$ cat src/rtl/core/gdrc_div.sv
// Iterative restoring unsigned divider, one quotient bit per cycle.
module gdrc_div #(
  parameter int NUM_W = 48,
  parameter int DEN_W = 34
) (
  input  logic             clk,
  input  logic             rst,
  input  logic             start,
  input  logic [NUM_W-1:0] num,
  input  logic [DEN_W-1:0] den,
  output logic             done,
  output logic [NUM_W-1:0] quo
);

  localparam int CNT_W = $clog2(NUM_W);

  logic             busy;
  logic [CNT_W-1:0] cnt;
  logic [NUM_W-1:0] acc;
  logic [DEN_W-1:0] rem;
  logic [DEN_W-1:0] den_q;
  logic [DEN_W:0]   trial;
  logic [DEN_W:0]   diff;
  logic             ge;
  logic [DEN_W-1:0] rem_next;

  always_comb begin
    trial    = {rem, acc[NUM_W-1]};
    ge       = trial >= {1'b0, den_q};
    diff     = trial - {1'b0, den_q};
    rem_next = ge ? diff[DEN_W-1:0] : trial[DEN_W-1:0];
  end

  always_ff @(posedge clk) begin
    if (rst) begin
      busy <= 1'b0;
      done <= 1'b0;
      cnt  <= '0;
    end else begin
      done <= 1'b0;
      if (start) begin
        busy <= 1'b1;
        cnt  <= '0;
      end else if (busy) begin
        cnt <= cnt + 1'b1;
        if (cnt == CNT_W'(NUM_W - 1)) begin
          busy <= 1'b0;
          done <= 1'b1;
        end
      end
    end
  end

  always_ff @(posedge clk) begin
    if (start) begin
      acc   <= num;
      rem   <= '0;
      den_q <= den;
    end else if (busy) begin
      acc <= {acc[NUM_W-2:0], ge};
      rem <= rem_next;
    end
  end

  assign quo = acc;

endmodule

$ cat config.mk
export PLATFORM = sky130hd
export DESIGN_NAME = gdrc_div
export DESIGN_NICKNAME = d
export VERILOG_FILES = /design/src/rtl/core/gdrc_div.sv
export SDC_FILE = /design/constraint.sdc
export NUM_CORES = 1
export LEC_CHECK = 0
export ABC_AREA = 1
export BUFFER_PORTS_ARGS = -buffer_cell sky130_fd_sc_hd__buf_2
export CAP_MARGIN = 20
export CORE_UTILIZATION = 60
export CTS_BUF_LIST = sky130_fd_sc_hd__clkbuf_16
export CTS_CLUSTER_DIAMETER = 60
export DETAILED_ROUTE_END_ITERATION = 12
export PLACE_DENSITY = 0.85
export SLEW_MARGIN = 30
export SYNTH_ARGS = -nofsm -noshare
export SYNTH_HDL_FRONTEND = slang
export SYNTH_SLANG_ARGS = --single-unit
$ cat constraint.sdc
create_clock -name clk -period 8.4 [get_ports clk]
set_input_delay 1.26 -clock clk [delete_from_list [all_inputs] [get_ports clk]]
set_output_delay 1.26 -clock clk [all_outputs]
set_load 0.01 [all_outputs]
==> metrics <==
TNS Setup 0 ns; cells along the critical path buf_4, buf_4, inv_1, buf_4, nand2_1, nand2_1; WHS 0.468 ns; Clock Power Share 44.3%; core area 0.0126 mm^2; DRC Markers 0; status complete, no violations; Clock transition at path regs 0.06 ns; worst vdd ir 0.137 mV; Pins Over Slew Limit 0; worst hold start rem[33]; most frequent CP cell buf_4; Worst Tran Pin Value 0.816 ns; r2r setup slk 5.63 ns; synthesis warning total 0; die area 0.0133 mm^2; CTS tree done; Crit Path Category input port to flop; Seq pwr share 44.2%; Final Hold Vio Count 0; HP Class flop to flop; via count 7154; clock buffer count from CTS 17; post-cts sizing count 0; CP peak stage delay 0.58 ns; Starting Density 61.4%; grt ovf 0; switch share 26.1%; RD Place Congestion 0.923; initial DRC count 491; synthesized flop and latch total 124; endpoints failing setup 0; via-per-instance ratio 5.15; Power Density 179 mW/mm^2; first-pass GRT wire length 31700 um; RSZ-0062 raised after global routing no; WL per Instance 14.0 um; Hold EP rem[33]; crit share post-route 34.3%; Synth Flop Type edfxtp_1; die width 115 um; CP required 8.58 ns; async set-reset flop share out of synthesis 0%; Worst setup SP type input port; CTS sink cnt 124; final critical-path required period 2.88 ns; Post-Syn Area 0.00771 mm^2; # IOs 134; highest-count cells in the layout ignoring fill and taps 432 x nand2_1, 177 x inv_1, 132 x buf_2; nets 1325; DPL Wire Length 14000 um; register area share after synthesis 42.8%; largest net degree at the start of global routing 65; commonest non-fill, non-tap cell in the layout nand2_1; CP Max Fanout 63; Clk Latency, worst-skew pair 0.42 ns; combinational power share 11.5%; die height 115 um; number of synthesized flops with an enable pin 82; H-tree depth 4; Max Cap Viol 0; I/O Buffers 133; Root Buffer clkbuf_16; Peak Freq 347 MHz; GRT Util Overall 31.0%; Routed Antenna Nets 0; delay-heaviest family, CP buffers and inverters; Data arrival, critical path 3.06 ns; worst r2r src den_q[1]; hold path depth 2; crit path buf inv count 4; layout cells sized above 1 16.5%; Rel. slew slack 45.6%; Max Buffers Root-to-Sink 2; slowest CP cell buf_4; DRT Pass-1 Iters 5; Setup crit start start; setup bufs post-CTS 0; vias in the first global route 6765; Final Skew 0.0101 ns; Leak Pwr 4.88 nW; Syn Nets 1193; Ant. Diodes 0; Pint 1.20 mW; reg2reg end rem[15]; cts hold-fix bufs 0; Syn Inst Count 1072; row count 41; Avg Cell Area, Syn 7.19 um^2; DRT Wirelength 19400 um; worst r2r path cells 13; switching pwr 0.423 mW; Area Growth Syn to Fin 17.8%; CP Capture Type flop; initial antenna violation count 0; Cell variety after synth 33
-- power by group through the flow --
| stage | combinational, mW | sequential, mW | clock, mW |
|---|---|---|---|
| 2_1_floorplan | 0.0989 | 0.738 | 0 |
| 3_3_place_gp | 0.180 | 0.731 | 0 |
| 3_5_place_dp | 0.185 | 0.729 | 0 |
| 4_1_cts | 0.187 | 0.719 | 0.726 |
| 5_1_grt | 0.208 | 0.722 | 0.748 |
| 6_report | 0.187 | 0.719 | 0.719 |
-- cells by family after synthesis --
logic type / share of synthesized area [%]
adder cells (fa/ha/maj): 5.94
AND/OR/NAND/NOR: 34.2
AO/OA/AOI/OAI: 4.38
XOR/XNOR: 2.04
buffers and inverters: 10.6
flip-flops: 42.8
-- area by class of cell --
class	instances	area [um^2]
Fill cell	996	3480
Clock inverter	15	149
Multi-Input combinational cell	738	3590
Clock buffer	17	425
Tap cell	172	215
Inverter	184	691
Timing Repair Buffer	139	713
Sequential cell	124	3300
-- worst max path at each step --
| stage | end | slack, ns | cells past startpoint |
|---|---|---|---|
| finish | quo[13] | 5.52 | 6 |
| CTS | quo[20] | 5.52 | 6 |
| floorplan | quo[0] | 4.76 | 4 |
| global route | rem[16] | 5.35 | 13 |
| detailed placement | quo[13] | 5.06 | 6 |
| global placement | quo[10] | 5.15 | 6 |
-- cell usage after synthesis (2+ instances only) --
| master | n | share of area, % |
|---|---|---|
| nand2_1 | 432 | 21 |
| inv_1 | 177 | 8.6 |
| nand3_1 | 92 | 6.0 |
| edfxtp_1 | 82 | 32 |
| nor2_1 | 49 | 2.4 |
| dfxtp_1 | 42 | 11 |
| ha_1 | 35 | 5.7 |
| a21oi_1 | 26 | 1.7 |
| xnor2_1 | 17 | 1.9 |
| nand3b_1 | 16 | 1.6 |
| o21ai_1 | 16 | 1.0 |
| clkbuf_1 | 13 | 0.63 |
| o21ai_0 | 12 | 0.78 |
| nor3_1 | 9 | 0.58 |
| buf_2 | 8 | 0.52 |
| nand3_2 | 8 | 1.0 |
| inv_2 | 7 | 0.34 |
| nor2_2 | 5 | 0.41 |
| buf_6 | 3 | 0.44 |
| nand2_2 | 3 | 0.24 |
| o21bai_1 | 3 | 0.29 |
| a31oi_1 | 2 | 0.16 |
| buf_1 | 2 | 0.097 |
| nand2_4 | 2 | 0.29 |
| nand4_1 | 2 | 0.16 |
| nor3_2 | 2 | 0.26 |
-- layer usage --
layer	up-vias	wire (um)	global-route usage [%]
met1	3223	8330	39.3
met4	0	574	14.1
li1	3619	-	-
met2	274	9130	50.8
met5	-	0	0
met3	38	1380	6.85
-- per-stage QoR --
step / cell area [um^2] / power (mW) / setup slack, ns / std cells / util [%]
after CTS: 9090 / 1.63 / 5.52 / 1389 / 72.3
after global routing: 9090 / 1.68 / 5.35 / 1389 / 72.3
after detailed placement: 8510 / 0.915 / 5.06 / 1357 / 67.7
after floorplan: 7710 / 0.837 / 4.76 / 1072 / -
final: 9090 / 1.62 / 5.52 / 1389 / 72.3
after global placement: 8510 / 0.911 / 5.15 / 1357 / 67.7
-- worst min-delay path: cells and delay by family (launching register included) --
| kind | cells | cell delay [ns] |
|---|---|---|
| flip-flops | 1 | 0.31 |
| AND/OR/NAND/NOR | 2 | 0.11 |
-- registers in the layout, indices dropped and copies added, names as in the netlist --
register / count
busy: 1
rem: 34
done: 1
den_q: 34
cnt: 6
quo: 48
(Power assumes the default switching activity.)
